===== src/hw/rtl/ce6_pkg.sv =====
// Shared types, operation codes and helpers for the 6502-style execute unit.
package ce6_pkg;

    // Operation codes.
    localparam logic [5:0] K_NOP = 6'd0,  K_JMP = 6'd1,  K_JSR = 6'd2,  K_RTS = 6'd3;
    localparam logic [5:0] K_RTI = 6'd4,  K_BCC = 6'd5,  K_BCS = 6'd6,  K_BEQ = 6'd7;
    localparam logic [5:0] K_BNE = 6'd8,  K_BMI = 6'd9,  K_BPL = 6'd10, K_BVS = 6'd11;
    localparam logic [5:0] K_BVC = 6'd12, K_LDA = 6'd13, K_STA = 6'd14, K_LDX = 6'd15;
    localparam logic [5:0] K_STX = 6'd16, K_LDY = 6'd17, K_STY = 6'd18, K_PHA = 6'd19;
    localparam logic [5:0] K_PHP = 6'd20, K_PLA = 6'd21, K_PLP = 6'd22, K_BIT = 6'd23;
    localparam logic [5:0] K_CMP = 6'd24, K_CPX = 6'd25, K_CPY = 6'd26, K_SEC = 6'd27;
    localparam logic [5:0] K_CLC = 6'd28, K_SED = 6'd29, K_CLD = 6'd30, K_SEI = 6'd31;
    localparam logic [5:0] K_CLI = 6'd32, K_CLV = 6'd33, K_AND = 6'd34, K_ORA = 6'd35;
    localparam logic [5:0] K_EOR = 6'd36, K_ADC = 6'd37, K_SBC = 6'd38, K_INC = 6'd39;
    localparam logic [5:0] K_INX = 6'd40, K_INY = 6'd41, K_DEC = 6'd42, K_DEX = 6'd43;
    localparam logic [5:0] K_DEY = 6'd44, K_ASL = 6'd45, K_LSR = 6'd46, K_ROL = 6'd47;
    localparam logic [5:0] K_ROR = 6'd48, K_TAX = 6'd49, K_TAY = 6'd50, K_TXA = 6'd51;
    localparam logic [5:0] K_TYA = 6'd52, K_TSX = 6'd53, K_TXS = 6'd54;

    // Status bit positions.
    localparam int FL_C = 0;
    localparam int FL_Z = 1;
    localparam int FL_I = 2;
    localparam int FL_D = 3;
    localparam int FL_V = 6;
    localparam int FL_N = 7;

    localparam logic [7:0]  P_FIXED   = 8'h30;
    localparam logic [7:0]  STK_HIGH  = 8'h01;
    localparam logic [7:0]  SP_RESET  = 8'hfd;
    localparam logic [7:0]  P_RESET   = 8'h24;
    localparam logic [15:0] PC_RESET  = 16'hc000;

    // Architectural registers.
    typedef struct packed {
        logic [7:0]  a;
        logic [7:0]  x;
        logic [7:0]  y;
        logic [7:0]  sp;
        logic [7:0]  p;
        logic [15:0] pc;
    } t_regs;

    // Up to two stack-page writes per beat.
    typedef struct packed {
        logic       we0;
        logic [7:0] a0;
        logic [7:0] d0;
        logic       we1;
        logic [7:0] a1;
        logic [7:0] d1;
    } t_stk_wr;

    // Result beat.
    typedef struct packed {
        logic        mem_write;
        logic [15:0] mem_address;
        logic [7:0]  mem_data;
        logic [15:0] next_pc;
        logic [7:0]  flags;
        logic        branch_taken;
    } t_res;

    // Update N and Z from a value.
    function automatic logic [7:0] set_nz(input logic [7:0] p, input logic [7:0] v);
        logic [7:0] f;
        f       = p;
        f[FL_N] = v[7];
        f[FL_Z] = (v == 8'h00);
        return f;
    endfunction

endpackage


===== src/hw/rtl/ce6_stack.sv =====
// Stack page: four 64-byte banks with registered reads of the next three pull slots.
module ce6_stack (
    input  logic               i_clk,
    input  logic               i_rst_n,
    input  logic [7:0]         i_sp,
    input  logic [7:0]         i_sp_next,
    input  ce6_pkg::t_stk_wr   i_wr,
    output logic [2:0][7:0]    o_pull
);

    logic [255:0]    r_vld;
    logic [3:0][7:0] r_rd;
    logic [3:0]      r_rd_vld;
    logic [1:0]      base;

    assign base = 2'(i_sp_next + 8'd1);

    // Valid bits, one per byte; unwritten bytes read as zero.
    always_ff @(posedge i_clk) begin
        if (!i_rst_n) begin
            r_vld <= '0;
        end else begin
            if (i_wr.we0) r_vld[i_wr.a0] <= 1'b1;
            if (i_wr.we1) r_vld[i_wr.a1] <= 1'b1;
        end
    end

    genvar b;
    generate
        for (b = 0; b < 4; b++) begin : g_bank
            logic [7:0] mem [64];
            logic       we;
            logic [5:0] widx;
            logic [7:0] wd;
            logic [7:0] raddr;
            logic       hit;

            // Bank write port: the two writes never fall in one bank.
            always_comb begin
                we   = 1'b0;
                widx = i_wr.a0[7:2];
                wd   = i_wr.d0;
                if (i_wr.we0 && (i_wr.a0[1:0] == 2'(b))) begin
                    we = 1'b1;
                end else if (i_wr.we1 && (i_wr.a1[1:0] == 2'(b))) begin
                    we   = 1'b1;
                    widx = i_wr.a1[7:2];
                    wd   = i_wr.d1;
                end
            end

            // Slot among sp+1..sp+4 that lives in this bank.
            assign raddr = i_sp_next + 8'd1 + {6'd0, 2'(2'(b) - base)};
            assign hit   = we && (widx == raddr[7:2]);

            always_ff @(posedge i_clk) begin
                if (we) mem[widx] <= wd;
                r_rd[b] <= hit ? wd : mem[raddr[7:2]];
            end

            always_ff @(posedge i_clk) begin
                if (!i_rst_n) begin
                    r_rd_vld[b] <= 1'b0;
                end else begin
                    r_rd_vld[b] <= hit || r_vld[raddr];
                end
            end
        end
    endgenerate

    // Pull bytes at sp+1, sp+2, sp+3.
    always_comb begin
        for (int k = 0; k < 3; k++) begin
            logic [1:0] bk;
            bk        = 2'(i_sp + 8'(k + 1));
            o_pull[k] = r_rd_vld[bk] ? r_rd[bk] : 8'h00;
        end
    end

endmodule


===== src/hw/rtl/ce6_exec.sv =====
// Single-pass instruction datapath: next register state, stack writes and result beat.
module ce6_exec (
    input  logic [5:0]        i_kind,
    input  logic [7:0]        i_operand_byte,
    input  logic [15:0]       i_effective_address,
    input  logic              i_on_accumulator,
    input  logic [1:0]        i_instr_length,
    input  ce6_pkg::t_regs    i_regs,
    input  logic [2:0][7:0]   i_pull,
    output ce6_pkg::t_regs    o_regs,
    output ce6_pkg::t_stk_wr  o_wr,
    output ce6_pkg::t_res     o_res
);

    logic [7:0]  m, bop, v, r, cmp_reg;
    logic [8:0]  sum, diff;
    logic        wr, br, cond, cin;
    logic [15:0] waddr;
    logic [7:0]  wdata;
    logic [15:0] jsr_ret;
    ce6_pkg::t_regs s;

    assign m       = i_operand_byte;
    assign cin     = i_regs.p[ce6_pkg::FL_C];
    assign bop     = (i_kind == ce6_pkg::K_SBC) ? ~m : m;
    assign sum     = {1'b0, i_regs.a} + {1'b0, bop} + {8'd0, cin};
    assign jsr_ret = i_regs.pc + 16'd2;
    assign v       = i_on_accumulator ? i_regs.a : m;
    assign cmp_reg = (i_kind == ce6_pkg::K_CPX) ? i_regs.x :
                     (i_kind == ce6_pkg::K_CPY) ? i_regs.y : i_regs.a;
    assign diff    = {1'b0, cmp_reg} - {1'b0, m};

    // Shift and rotate result.
    always_comb begin
        unique case (i_kind)
            ce6_pkg::K_ASL: r = {v[6:0], 1'b0};
            ce6_pkg::K_ROL: r = {v[6:0], cin};
            ce6_pkg::K_LSR: r = {1'b0, v[7:1]};
            default:        r = {cin, v[7:1]};
        endcase
    end

    always_comb begin
        s          = i_regs;
        s.pc       = i_regs.pc + {14'd0, i_instr_length};
        wr         = 1'b0;
        waddr      = i_effective_address;
        wdata      = 8'h00;
        br         = 1'b0;
        cond       = 1'b0;
        o_wr       = '0;
        o_wr.a0    = i_regs.sp;
        o_wr.a1    = i_regs.sp - 8'd1;
        unique case (i_kind)
            ce6_pkg::K_JMP: s.pc = i_effective_address;
            ce6_pkg::K_JSR: begin
                o_wr.we0 = 1'b1;
                o_wr.d0  = jsr_ret[15:8];
                o_wr.we1 = 1'b1;
                o_wr.d1  = jsr_ret[7:0];
                s.sp     = i_regs.sp - 8'd2;
                s.pc     = i_effective_address;
            end
            ce6_pkg::K_RTS: begin
                s.sp = i_regs.sp + 8'd2;
                s.pc = {i_pull[1], i_pull[0]} + 16'd1;
            end
            ce6_pkg::K_RTI: begin
                s.sp = i_regs.sp + 8'd3;
                s.p  = (i_regs.p & ce6_pkg::P_FIXED) | (i_pull[0] & ~ce6_pkg::P_FIXED);
                s.pc = {i_pull[2], i_pull[1]};
            end
            ce6_pkg::K_BCC: begin br = 1'b1; cond = !i_regs.p[ce6_pkg::FL_C]; end
            ce6_pkg::K_BCS: begin br = 1'b1; cond = i_regs.p[ce6_pkg::FL_C]; end
            ce6_pkg::K_BEQ: begin br = 1'b1; cond = i_regs.p[ce6_pkg::FL_Z]; end
            ce6_pkg::K_BNE: begin br = 1'b1; cond = !i_regs.p[ce6_pkg::FL_Z]; end
            ce6_pkg::K_BMI: begin br = 1'b1; cond = i_regs.p[ce6_pkg::FL_N]; end
            ce6_pkg::K_BPL: begin br = 1'b1; cond = !i_regs.p[ce6_pkg::FL_N]; end
            ce6_pkg::K_BVS: begin br = 1'b1; cond = i_regs.p[ce6_pkg::FL_V]; end
            ce6_pkg::K_BVC: begin br = 1'b1; cond = !i_regs.p[ce6_pkg::FL_V]; end
            ce6_pkg::K_LDA: begin s.a = m; s.p = ce6_pkg::set_nz(i_regs.p, m); end
            ce6_pkg::K_LDX: begin s.x = m; s.p = ce6_pkg::set_nz(i_regs.p, m); end
            ce6_pkg::K_LDY: begin s.y = m; s.p = ce6_pkg::set_nz(i_regs.p, m); end
            ce6_pkg::K_STA: begin wr = 1'b1; wdata = i_regs.a; end
            ce6_pkg::K_STX: begin wr = 1'b1; wdata = i_regs.x; end
            ce6_pkg::K_STY: begin wr = 1'b1; wdata = i_regs.y; end
            ce6_pkg::K_PHA: begin
                o_wr.we0 = 1'b1;
                o_wr.d0  = i_regs.a;
                s.sp     = i_regs.sp - 8'd1;
            end
            ce6_pkg::K_PHP: begin
                o_wr.we0 = 1'b1;
                o_wr.d0  = i_regs.p | ce6_pkg::P_FIXED;
                s.sp     = i_regs.sp - 8'd1;
            end
            ce6_pkg::K_PLA: begin
                s.sp = i_regs.sp + 8'd1;
                s.a  = i_pull[0];
                s.p  = ce6_pkg::set_nz(i_regs.p, i_pull[0]);
            end
            ce6_pkg::K_PLP: begin
                s.sp = i_regs.sp + 8'd1;
                s.p  = (i_regs.p & ce6_pkg::P_FIXED) | (i_pull[0] & ~ce6_pkg::P_FIXED);
            end
            ce6_pkg::K_BIT: begin
                s.p[ce6_pkg::FL_N] = m[7];
                s.p[ce6_pkg::FL_V] = m[6];
                s.p[ce6_pkg::FL_Z] = ((m & i_regs.a) == 8'h00);
            end
            ce6_pkg::K_CMP, ce6_pkg::K_CPX, ce6_pkg::K_CPY: begin
                s.p = ce6_pkg::set_nz(i_regs.p, diff[7:0]);
                s.p[ce6_pkg::FL_C] = !diff[8];
            end
            ce6_pkg::K_SEC: s.p[ce6_pkg::FL_C] = 1'b1;
            ce6_pkg::K_CLC: s.p[ce6_pkg::FL_C] = 1'b0;
            ce6_pkg::K_SED: s.p[ce6_pkg::FL_D] = 1'b1;
            ce6_pkg::K_CLD: s.p[ce6_pkg::FL_D] = 1'b0;
            ce6_pkg::K_SEI: s.p[ce6_pkg::FL_I] = 1'b1;
            ce6_pkg::K_CLI: s.p[ce6_pkg::FL_I] = 1'b0;
            ce6_pkg::K_CLV: s.p[ce6_pkg::FL_V] = 1'b0;
            ce6_pkg::K_AND: begin
                s.a = i_regs.a & m;
                s.p = ce6_pkg::set_nz(i_regs.p, i_regs.a & m);
            end
            ce6_pkg::K_ORA: begin
                s.a = i_regs.a | m;
                s.p = ce6_pkg::set_nz(i_regs.p, i_regs.a | m);
            end
            ce6_pkg::K_EOR: begin
                s.a = i_regs.a ^ m;
                s.p = ce6_pkg::set_nz(i_regs.p, i_regs.a ^ m);
            end
            ce6_pkg::K_ADC, ce6_pkg::K_SBC: begin
                s.a = sum[7:0];
                s.p = ce6_pkg::set_nz(i_regs.p, sum[7:0]);
                s.p[ce6_pkg::FL_C] = sum[8];
                s.p[ce6_pkg::FL_V] = ((i_regs.a ^ sum[7:0]) & (bop ^ sum[7:0])) >> 7 != 8'h00;
            end
            ce6_pkg::K_INC: begin
                wr    = 1'b1;
                wdata = m + 8'd1;
                s.p   = ce6_pkg::set_nz(i_regs.p, m + 8'd1);
            end
            ce6_pkg::K_DEC: begin
                wr    = 1'b1;
                wdata = m - 8'd1;
                s.p   = ce6_pkg::set_nz(i_regs.p, m - 8'd1);
            end
            ce6_pkg::K_INX: begin
                s.x = i_regs.x + 8'd1;
                s.p = ce6_pkg::set_nz(i_regs.p, i_regs.x + 8'd1);
            end
            ce6_pkg::K_INY: begin
                s.y = i_regs.y + 8'd1;
                s.p = ce6_pkg::set_nz(i_regs.p, i_regs.y + 8'd1);
            end
            ce6_pkg::K_DEX: begin
                s.x = i_regs.x - 8'd1;
                s.p = ce6_pkg::set_nz(i_regs.p, i_regs.x - 8'd1);
            end
            ce6_pkg::K_DEY: begin
                s.y = i_regs.y - 8'd1;
                s.p = ce6_pkg::set_nz(i_regs.p, i_regs.y - 8'd1);
            end
            ce6_pkg::K_ASL, ce6_pkg::K_LSR, ce6_pkg::K_ROL, ce6_pkg::K_ROR: begin
                s.p = ce6_pkg::set_nz(i_regs.p, r);
                s.p[ce6_pkg::FL_C] = ((i_kind == ce6_pkg::K_ASL) ||
                                      (i_kind == ce6_pkg::K_ROL)) ? v[7] : v[0];
                if (i_on_accumulator) begin
                    s.a = r;
                end else begin
                    wr    = 1'b1;
                    wdata = r;
                end
            end
            ce6_pkg::K_TAX: begin s.x = i_regs.a; s.p = ce6_pkg::set_nz(i_regs.p, i_regs.a); end
            ce6_pkg::K_TAY: begin s.y = i_regs.a; s.p = ce6_pkg::set_nz(i_regs.p, i_regs.a); end
            ce6_pkg::K_TXA: begin s.a = i_regs.x; s.p = ce6_pkg::set_nz(i_regs.p, i_regs.x); end
            ce6_pkg::K_TYA: begin s.a = i_regs.y; s.p = ce6_pkg::set_nz(i_regs.p, i_regs.y); end
            ce6_pkg::K_TSX: begin s.x = i_regs.sp; s.p = ce6_pkg::set_nz(i_regs.p, i_regs.sp); end
            ce6_pkg::K_TXS: s.sp = i_regs.x;
            default: ;
        endcase

        if (br && cond) s.pc = i_effective_address;

        // External writes into page one also land in the stack page.
        if (wr && (waddr[15:8] == ce6_pkg::STK_HIGH)) begin
            o_wr.we0 = 1'b1;
            o_wr.a0  = waddr[7:0];
            o_wr.d0  = wdata;
        end
    end

    assign o_regs                = s;
    assign o_res.mem_write       = wr;
    assign o_res.mem_address     = wr ? waddr : 16'h0000;
    assign o_res.mem_data        = wr ? wdata : 8'h00;
    assign o_res.next_pc         = s.pc;
    assign o_res.flags           = s.p;
    assign o_res.branch_taken    = br && cond;

endmodule


===== src/hw/rtl/cpu6502_instruction_execute_unit.sv =====
// Execute unit top level: register file, result register and handshakes.
// The result beat is registered and appears in the cycle after its input beat is accepted.
// Throughput: one instruction per cycle while the receiver does not stall; the stack page
// banks are read into registers ahead, at the next stack pointer, so pulls cost nothing extra.
// Reset (synchronous, active low): A/X/Y = 0, S = 0xfd, P = 0x24, PC = 0xc000,
// stack page reads as zero via per-byte valid bits cleared at once.
module cpu6502_instruction_execute_unit (
    input  logic        i_clk,
    input  logic        i_rst_n,
    input  logic        i_in_valid,
    output logic        o_in_stall,
    input  logic [5:0]  i_kind,
    input  logic [7:0]  i_operand_byte,
    input  logic [15:0] i_effective_address,
    input  logic        i_on_accumulator,
    input  logic [1:0]  i_instr_length,
    output logic        o_out_valid,
    input  logic        i_out_stall,
    output logic        o_mem_write,
    output logic [15:0] o_mem_address,
    output logic [7:0]  o_mem_data,
    output logic [15:0] o_next_pc,
    output logic [7:0]  o_flags,
    output logic        o_branch_taken
);

    ce6_pkg::t_regs   r_regs, n_regs, x_regs;
    ce6_pkg::t_stk_wr x_wr, n_wr;
    ce6_pkg::t_res    r_res, x_res;
    logic             r_out_valid;
    logic             in_acc;
    logic [2:0][7:0]  pull;

    assign o_in_stall = r_out_valid && i_out_stall;
    assign in_acc     = i_in_valid && !o_in_stall;

    ce6_exec u_exec (
        .i_kind              (i_kind),
        .i_operand_byte      (i_operand_byte),
        .i_effective_address (i_effective_address),
        .i_on_accumulator    (i_on_accumulator),
        .i_instr_length      (i_instr_length),
        .i_regs              (r_regs),
        .i_pull              (pull),
        .o_regs              (x_regs),
        .o_wr                (x_wr),
        .o_res               (x_res)
    );

    // Commit only on an accepted beat.
    always_comb begin
        n_regs = in_acc ? x_regs : r_regs;
        n_wr   = x_wr;
        if (!in_acc) begin
            n_wr.we0 = 1'b0;
            n_wr.we1 = 1'b0;
        end
    end

    ce6_stack u_stack (
        .i_clk     (i_clk),
        .i_rst_n   (i_rst_n),
        .i_sp      (r_regs.sp),
        .i_sp_next (n_regs.sp),
        .i_wr      (n_wr),
        .o_pull    (pull)
    );

    // Architectural registers.
    always_ff @(posedge i_clk) begin
        if (!i_rst_n) begin
            r_regs.a  <= 8'h00;
            r_regs.x  <= 8'h00;
            r_regs.y  <= 8'h00;
            r_regs.sp <= ce6_pkg::SP_RESET;
            r_regs.p  <= ce6_pkg::P_RESET;
            r_regs.pc <= ce6_pkg::PC_RESET;
        end else begin
            r_regs <= n_regs;
        end
    end

    // Result register.
    always_ff @(posedge i_clk) begin
        if (!i_rst_n) begin
            r_out_valid <= 1'b0;
        end else if (in_acc) begin
            r_out_valid <= 1'b1;
        end else if (!i_out_stall) begin
            r_out_valid <= 1'b0;
        end
    end

    always_ff @(posedge i_clk) begin
        if (in_acc) r_res <= x_res;
    end

    assign o_out_valid    = r_out_valid;
    assign o_mem_write    = r_res.mem_write;
    assign o_mem_address  = r_res.mem_address;
    assign o_mem_data     = r_res.mem_data;
    assign o_next_pc      = r_res.next_pc;
    assign o_flags        = r_res.flags;
    assign o_branch_taken = r_res.branch_taken;

`ifndef SYNTHESIS
    a_acc_gives_beat: assert property (@(posedge i_clk) disable iff (!i_rst_n)
        in_acc |=> o_out_valid) else $error("accepted beat produced no result");
    a_stall_needs_full: assert property (@(posedge i_clk) disable iff (!i_rst_n)
        o_in_stall |-> r_out_valid) else $error("input stalled with empty result register");
    a_nowrite_zero: assert property (@(posedge i_clk) disable iff (!i_rst_n)
        (o_out_valid && !o_mem_write) |-> (o_mem_address == 16'h0000 && o_mem_data == 8'h00))
        else $error("write fields not cleared");
    a_pc_follows: assert property (@(posedge i_clk) disable iff (!i_rst_n)
        in_acc |=> (r_regs.pc == o_next_pc)) else $error("PC and result disagree");
`endif

endmodule


===== config.mk =====
export PLATFORM = sky130hd
export DESIGN_NAME = cpu6502_instruction_execute_unit
export DESIGN_NICKNAME = d
export VERILOG_FILES = /design/src/hw/rtl/ce6_pkg.sv /design/src/hw/rtl/ce6_stack.sv /design/src/hw/rtl/ce6_exec.sv /design/src/hw/rtl/cpu6502_instruction_execute_unit.sv
export SDC_FILE = /design/constraint.sdc
export NUM_CORES = 2
export LEC_CHECK = 0
export ABC_CLOCK_PERIOD_IN_PS = 9720
export BUFFER_PORTS_ARGS = -buffer_cell sky130_fd_sc_hd__clkbuf_2
export CAP_MARGIN = 20
export CORE_ASPECT_RATIO = 1.1
export CORE_MARGIN = 8
export CORE_UTILIZATION = 60
export CTS_CLUSTER_DIAMETER = 30
export CTS_CLUSTER_SIZE = 24
export DETAILED_ROUTE_END_ITERATION = 8
export GPL_TIMING_DRIVEN = 0
export PLACE_DENSITY_LB_ADDON = 0.05
export SYNTH_ARGS = -nofsm -noshare
export SYNTH_HDL_FRONTEND = slang
export SYNTH_SLANG_ARGS = --single-unit

===== constraint.sdc =====
create_clock -name i_clk -period 9.72 [get_ports i_clk]
set_input_delay 1.458 -clock i_clk [delete_from_list [all_inputs] [get_ports i_clk]]
set_output_delay 1.458 -clock i_clk [all_outputs]
set_load 0.01 [all_outputs]

---- Word-level counts from Yosys, hierarchy flattened ----
Memories as Yosys holds them, arrays and structs flattened. A register that Yosys moved wholly into a read port is not among the register bits.
Cells that the tools add are included.
operators by class
  $add $sub $neg .......................... 26
  bitwise gates (word level) .............. 10
  reduce and logical (&&, ||, !) cells .... 69
  mux-type cells .......................... 98
  order comparisons ....................... 11
  eq/ne operators ......................... 67
operators with widths
  kind                                                        number
  2-to-1 mux 256 bit                                          3
  bitwise OR 256 bit                                          2
  2-to-1 mux 8 bit                                            21
  logical NOT 8 bit                                           18
  == test 6 bit, second input constant                        23
  == test 6 x 5 -> 1 bit, second input constant               16
  case mux 8 bit (6 select lines)                             2
  case mux 8 bit (9 select lines)                             1
  less-than comparator 8 x 9 -> 1 bit, second input constant  6
  binary-select mux 8 bit (select 2 bit)                      3
  == test 6 x 4 -> 1 bit, second input constant               8
  2-to-1 mux 6 bit                                            8
  case mux 16 bit (3 select lines)                            1
  case mux 8 bit (3 select lines)                             2
  adder 8 x 1 -> 8 bit, second input constant                 5
  case mux 8 bit (5 select lines)                             1
  case mux 1 bit (19 select lines)                            2
  2-to-1 mux 1 bit                                            34
  adder 8 x 2 -> 8 bit                                        4
  binary-select mux 1 bit (select 8 bit)                      4
  2-to-1 mux 32 bit                                           1
  case mux 8 bit (4 select lines)                             1
  subtractor 8 x 1 -> 8 bit, second input constant            4
  == test 6 x 3 -> 1 bit, second input constant               4
  49 further kinds                                            107
storage, ports and cells
  bits in writable memories ............... 2048
  flip-flop bits (word level) ............. 367
  memories kept ........................... 4
  output and inout port bits .............. 52
  word-level logic and storage cells ...... 303
memories
  memory                 depth  width  read ports  clocked after Yosys merged registers in  write ports  line             source
  u_stack.g_bank[0].mem  64     8      1           1                                        1            ce6_stack.sv:31  logic [7:0] mem [64];
  u_stack.g_bank[1].mem  64     8      1           1                                        1            ce6_stack.sv:31
  u_stack.g_bank[2].mem  64     8      1           1                                        1            ce6_stack.sv:31
  u_stack.g_bank[3].mem  64     8      1           1                                        1            ce6_stack.sv:31

---- Longest topological paths before layout ----
  word-level depth ........................ 14
  gate-level depth with buffers ........... 27
  depth with buffers taken out ............ 21

---- Cells and area by module ----
Synthesis repeated with hierarchy kept, for this count alone.
unflattened totals
  cell total of the unflattened synthesis .. 6541
  area, all modules ....................... 104921.9 sq um
modules (own cells, without submodules)
  module                            sequential area each (sq um)  area an instance (sq um)  times used  cells each
  ce6_stack                         67184.4                       93460.9                   1           5083
  ce6_exec                          0.0                           7532.2                    1           1151
  cpu6502_instruction_execute_unit  2642.5                        3928.8                    1           307

---- Worst setup path before layout ----
OpenSTA, ideal clock, no wires.
  path type ............................... input to register
  from .................................... input port i_kind[4]
  to ...................................... memory u_stack.g_bank[1].mem[0][3], data pin
  setup time .............................. 702 ps
  buffers on the path ..................... 5
  setup slack ............................. 2408 ps
  required time ........................... 9018 ps
  stages .................................. 13
  arrival ................................. 6609 ps
  cell sequence ........................... buf_2 > buf_2 > or2_0 > buf_4 > nor3_2 > a311oi_1 > a211o_1 > nor3_1 > o21ai_1 > and2_1 > buf_1 > buf_1 > o21ai_0
on the way
  cells in the longest elaborated chain, start to end .. 8
ends and longest elaborated chain
  element                                                                    line                                                     source
  start, declared                                                            cpu6502_instruction_execute_unit.sv:12                   input logic [5:0] i_kind,
  == test 6 x 4 -> 1 bit, or another cell as far along                       ce6_exec.sv:54                                           unique case (i_kind)
  OR reduction 5 bit (no line) / OR reduction 4 bit (equally long branches)  --
  case mux 1 bit (2 select lines)                                            ce6_exec.sv:54
  logical AND 1 bit                                                          ce6_exec.sv:189                                          if (wr && (waddr[15:8] == ce6_pkg::STK_HIGH)) begin
  2-to-1 mux 17 bit                                                          ce6_exec.sv:189
  == test 2 x 1 -> 1 bit / 2-to-1 mux 1 bit (equally long branches)          ce6_stack.sv:43, cpu6502_instruction_execute_unit.sv:54
  logical AND 1 bit                                                          ce6_stack.sv:43                                          if (i_wr.we0 && (i_wr.a0[1:0] == 2'(b))) begin
  2-to-1 mux 8 bit (*)                                                       ce6_stack.sv:43
  named net u_stack.g_bank[1].wd[3]                                          ce6_stack.sv:34                                          logic [7:0] wd;
  end, declared                                                              ce6_stack.sv:31
The timed path passes the listed nets; every way through them passes the cells marked *.

==> impl_metrics.json <==
{
  "status": "completed",
  "core_region_area_sq_um": 175000,
  "via_count": 68700,
  "synth_cell_types": 118,
  "cts-root-to-sink-buffers": 4,
  "pin_count": 89,
  "grtUsageTotal": 0.362,
  "ant_nets": 0,
  "layout.cells.most_common": "edfxtp_1",
  "synth_sequential_area_ratio": 0.661,
  "setup_slack_placement_ns": 0.106,
  "fillers": 11000,
  "worstSetupEndpointType": "register",
  "clock_insertion_delay_worst_skew_ns": 0.99,
  "floorplan.rows": 161,
  "finalMaxSlewViolations": 0,
  "synth_fp_nets": 6691,
  "wire_per_inst_um": 35.7,
  "drv.max_cap_violation_count": 0,
  "static-leakage-power_uw": 0.0432,
  "hold-worst-slack_ns": 0.474,
  "timing_worst_slew_pin_value_ns": 1.29,
  "largest_net_degree_at_the_start_of_global_routing": 65,
  "area.growth.synth_to_final_pct": 18.3,
  "crit_start": "r_regs[24]$_SDFF_PN1_",
  "slew_headroom": 0.140,
  "tritoncts": "built",
  "drt_pass1_iterations": 8,
  "hp-class": "register to register",
  "drtIter0Drc": 9996,
  "antenna_violations_before_repair": 12,
  "pwr_density_cell_nw_per_um2": 252,
  "grt_pass1_vias": 67800,
  "cts-buffers-inserted": 436,
  "design.die.area_sq_um": 189000,
  "dieHeight_um": 456,
  "multi_input_area_sq_um": 33600,
  "synth_ff_type": "edfxtp_1",
  "grt_pass1_wl_um": 492000,
  "crit-reg2reg-launch": "r_regs[24]$_SDFF_PN1_",
  "cp-start-kind": "register",
  "cts_htree_levels": 5,
  "yosys_warnings": 0,
  "gpl.final_weighted_congestion": 1.00,
  "path_max_fanout": 12,
  "setup_ws_ns": 0.185,
  "worstPathRequired_ns": 10.50,
  "report.final.hold_viol_count": 0,
  "fmax_mhz": 105,
  "synthArstFlopShare": 0,
  "grt_overflow_total": 0,
  "setup_violations": 0,
  "design.final.nets": 7286,
  "fin_crit_period_ns": 9.54,
  "synth.avg_cell_area_sq_um": 16.0,
  "power.ir.vdd_worst_v": 0.000244,
  "data_arrival_time_of_the_critical_path_ns": 10.32,
  "holdCritStartpoint": "u_stack.r_vld[25]$_SDFF_PN0_",
  "initial_utilization": 0.603,
  "detail_route.drc_violations": 0,
  "synth_area_sq_um": 105000,
  "die-width_um": 416,
  "synthesis.instances": 6582,
  "grt_setup_unrepaired": "false",
  "post_route_cells_drive_above_1_share": 0.242,
  "cts.sink_count": 2435,
  "worst_clock_skew_ns": 0.0583,
  "routed_via_density": 6.99,
  "finalPower_uw": 31400,
  "holdBufCountCts": 0,
  "clock_tree.root_cell": "clkbuf_16",
  "seq_area_sq_um": 69700,
  "finish.instance_area_sq_um": 125000,
  "synth_enable_flop_cells": 2096,
  "placedInstanceArea_sq_um": 109000,
  "final_cell_mix": "edfxtp_1 (2096), nor2_1 (815), mux4_2 (626)",
  "drt_wl_total_um": 351000,
  "hpwlAfterDp_um": 235000,
  "path_class": "register to register",
  "postSynthRegisterBits": 2435,
  "io_buffers": 82,
  "worst_setup_hold_path_clk_slew_ns": 0.05,
  "portion_of_the_clock_cycle_consumed_by_the_worst_path_in_the_final_layout": 0.981
}
## metal layers
layer,wire (um),GRT usage,vias up
met5,13,0,-
met4,28600,0.238,2
met3,34100,0.0816,1226
met2,166000,0.579,4814
met1,122000,0.445,34800
li1,-,-,27900
## registers in the layout (all words and copies together), names as in the netlist, named ones only
signal              cells
u_stack.g_bank.mem   2048
u_stack.r_vld         256
r_regs                 54
o_mem_address          16
o_next_pc              16
o_mem_data              8
o_flags                 6
u_stack.r_rd_vld        4
o_branch_taken          1
o_mem_write             1
o_out_valid             1
## critical path: stages (launching register included)
cell and delay, ns:
dfxtp_1 0.35, clkbuf_1 0.34, inv_1 0.19, clkbuf_1 0.59
buf_1 0.65, ha_1 0.25, buf_2 0.26, xor2_1 0.70
o211ai_1 0.20, o211ai_1 0.13, nor2_1 0.10, a21oi_2 0.27
clkbuf_1 0.86, ha_1 0.32, o41a_1 0.25, a211oi_4 0.11
nor2_4 0.40, clkinv_1 0.45, xnor2_1 0.94, clkinv_1 0.80
nand2_1 0.23, nor3_1 0.07, nor4_1 0.50, a311o_1 0.19
o211ai_1 0.19
## power by group
part | switching, uW | internal (uW) | leakage, uW
clock | 5410 | 9780 | 0.00711
combinational | 3140 | 1770 | 0.0131
sequential | 49.9 | 11300 | 0.0231
total | 8600 | 22800 | 0.0432
## cell usage after synthesis, drive strengths merged, types with 9 or more instances
master,number,area share
nor2b,38,0.0023
mux4,626,0.13
inv,74,0.0027
nand3,103,0.0050
o21ai,121,0.0059
a222oi,15,0.0014
nand2,318,0.011
dfxtp,339,0.064
a221oi,287,0.024
ha,68,0.0081
a22oi,72,0.0051
nor2,819,0.029
xor2,52,0.0046
nand2b,33,0.0020
edfxtp,2096,0.60
nand4,29,0.0017
a21o,14,0.0010
mux2,64,0.0068
nor3,55,0.0027
or2,14,0.00085
a211oi,46,0.0036
buf,200,0.011
nor4,27,0.0017
clkbuf,227,0.0081
a221o,13,0.0012
xnor2,88,0.0078
a21oi,111,0.0053
o21a,13,0.00093
o31ai,10,0.00071
nor4b,9,0.00081
and3,22,0.0013
clkinv,10,0.00036
and2,36,0.0021
or3,15,0.00089
o221ai,24,0.0020
o22ai,40,0.0024
mux2i,217,0.021
a311oi,9,0.00081
o211ai,32,0.0023
a211o,9,0.00075
a31oi,30,0.0018
nand3b,9,0.00064
## final timing paths
path,to,slack [ns],cells past startpoint
setup reg to reg,u_stack.r_rd_vld[1]$_SDFF_PN0_,0.18,24
hold / removal,u_stack.r_vld[25]$_SDFF_PN0_,0.47,2
hold reg to reg,u_stack.r_vld[25]$_SDFF_PN0_,0.47,2
setup / recovery,u_stack.r_rd_vld[1]$_SDFF_PN0_,0.18,24
## stage by stage
| stage | std cells | utilization | setup TNS [ns] |
|---|---|---|---|
| after floorplan | 6582 | - | 0 |
| after global placement | 8946 | 0.622 | -413.14 |
| after detailed placement | 8981 | 0.626 | 0 |
| after CTS | 9780 | 0.710 | 0 |
| after global routing | 9822 | 0.713 | 0 |
| final | 9825 | 0.713 | 0 |
## cells by family after synthesis
kind of cell	after synthesis	synth area share
muxes	907	0.161
buffers and inverters	511	0.0220
xor gates and xnor gates	141	0.0126
DFF	2435	0.661
AOI/OAI and AO/OA	951	0.0685
and+or+nand+nor	1563	0.0657
adders and majority gates	72	0.00883
other	2	0.0000712
## final cells by class
| type | instances | share of cell area |
|---|---|---|
| sequential | 2435 | 0.559 |
| multi-input combinational | 3636 | 0.269 |
| clock buffer | 479 | 0.0902 |
| clock inverter | 320 | 0.0279 |
| tap | 2282 | 0.0229 |
| buffer | 426 | 0.0160 |
| timing repair buffer | 158 | 0.0124 |
| inverter | 84 | 0.00255 |
| antenna | 5 | 0.000100 |
## timing repair
| action | CTS | global route |
|---|---|---|
| endpoints found under the setup margin | 0 | 1 |
| gates resized for setup | 0 | 3 |
| setup buffers | 0 | 0 |
No activity file was read; power rests on OpenSTA's default activity.
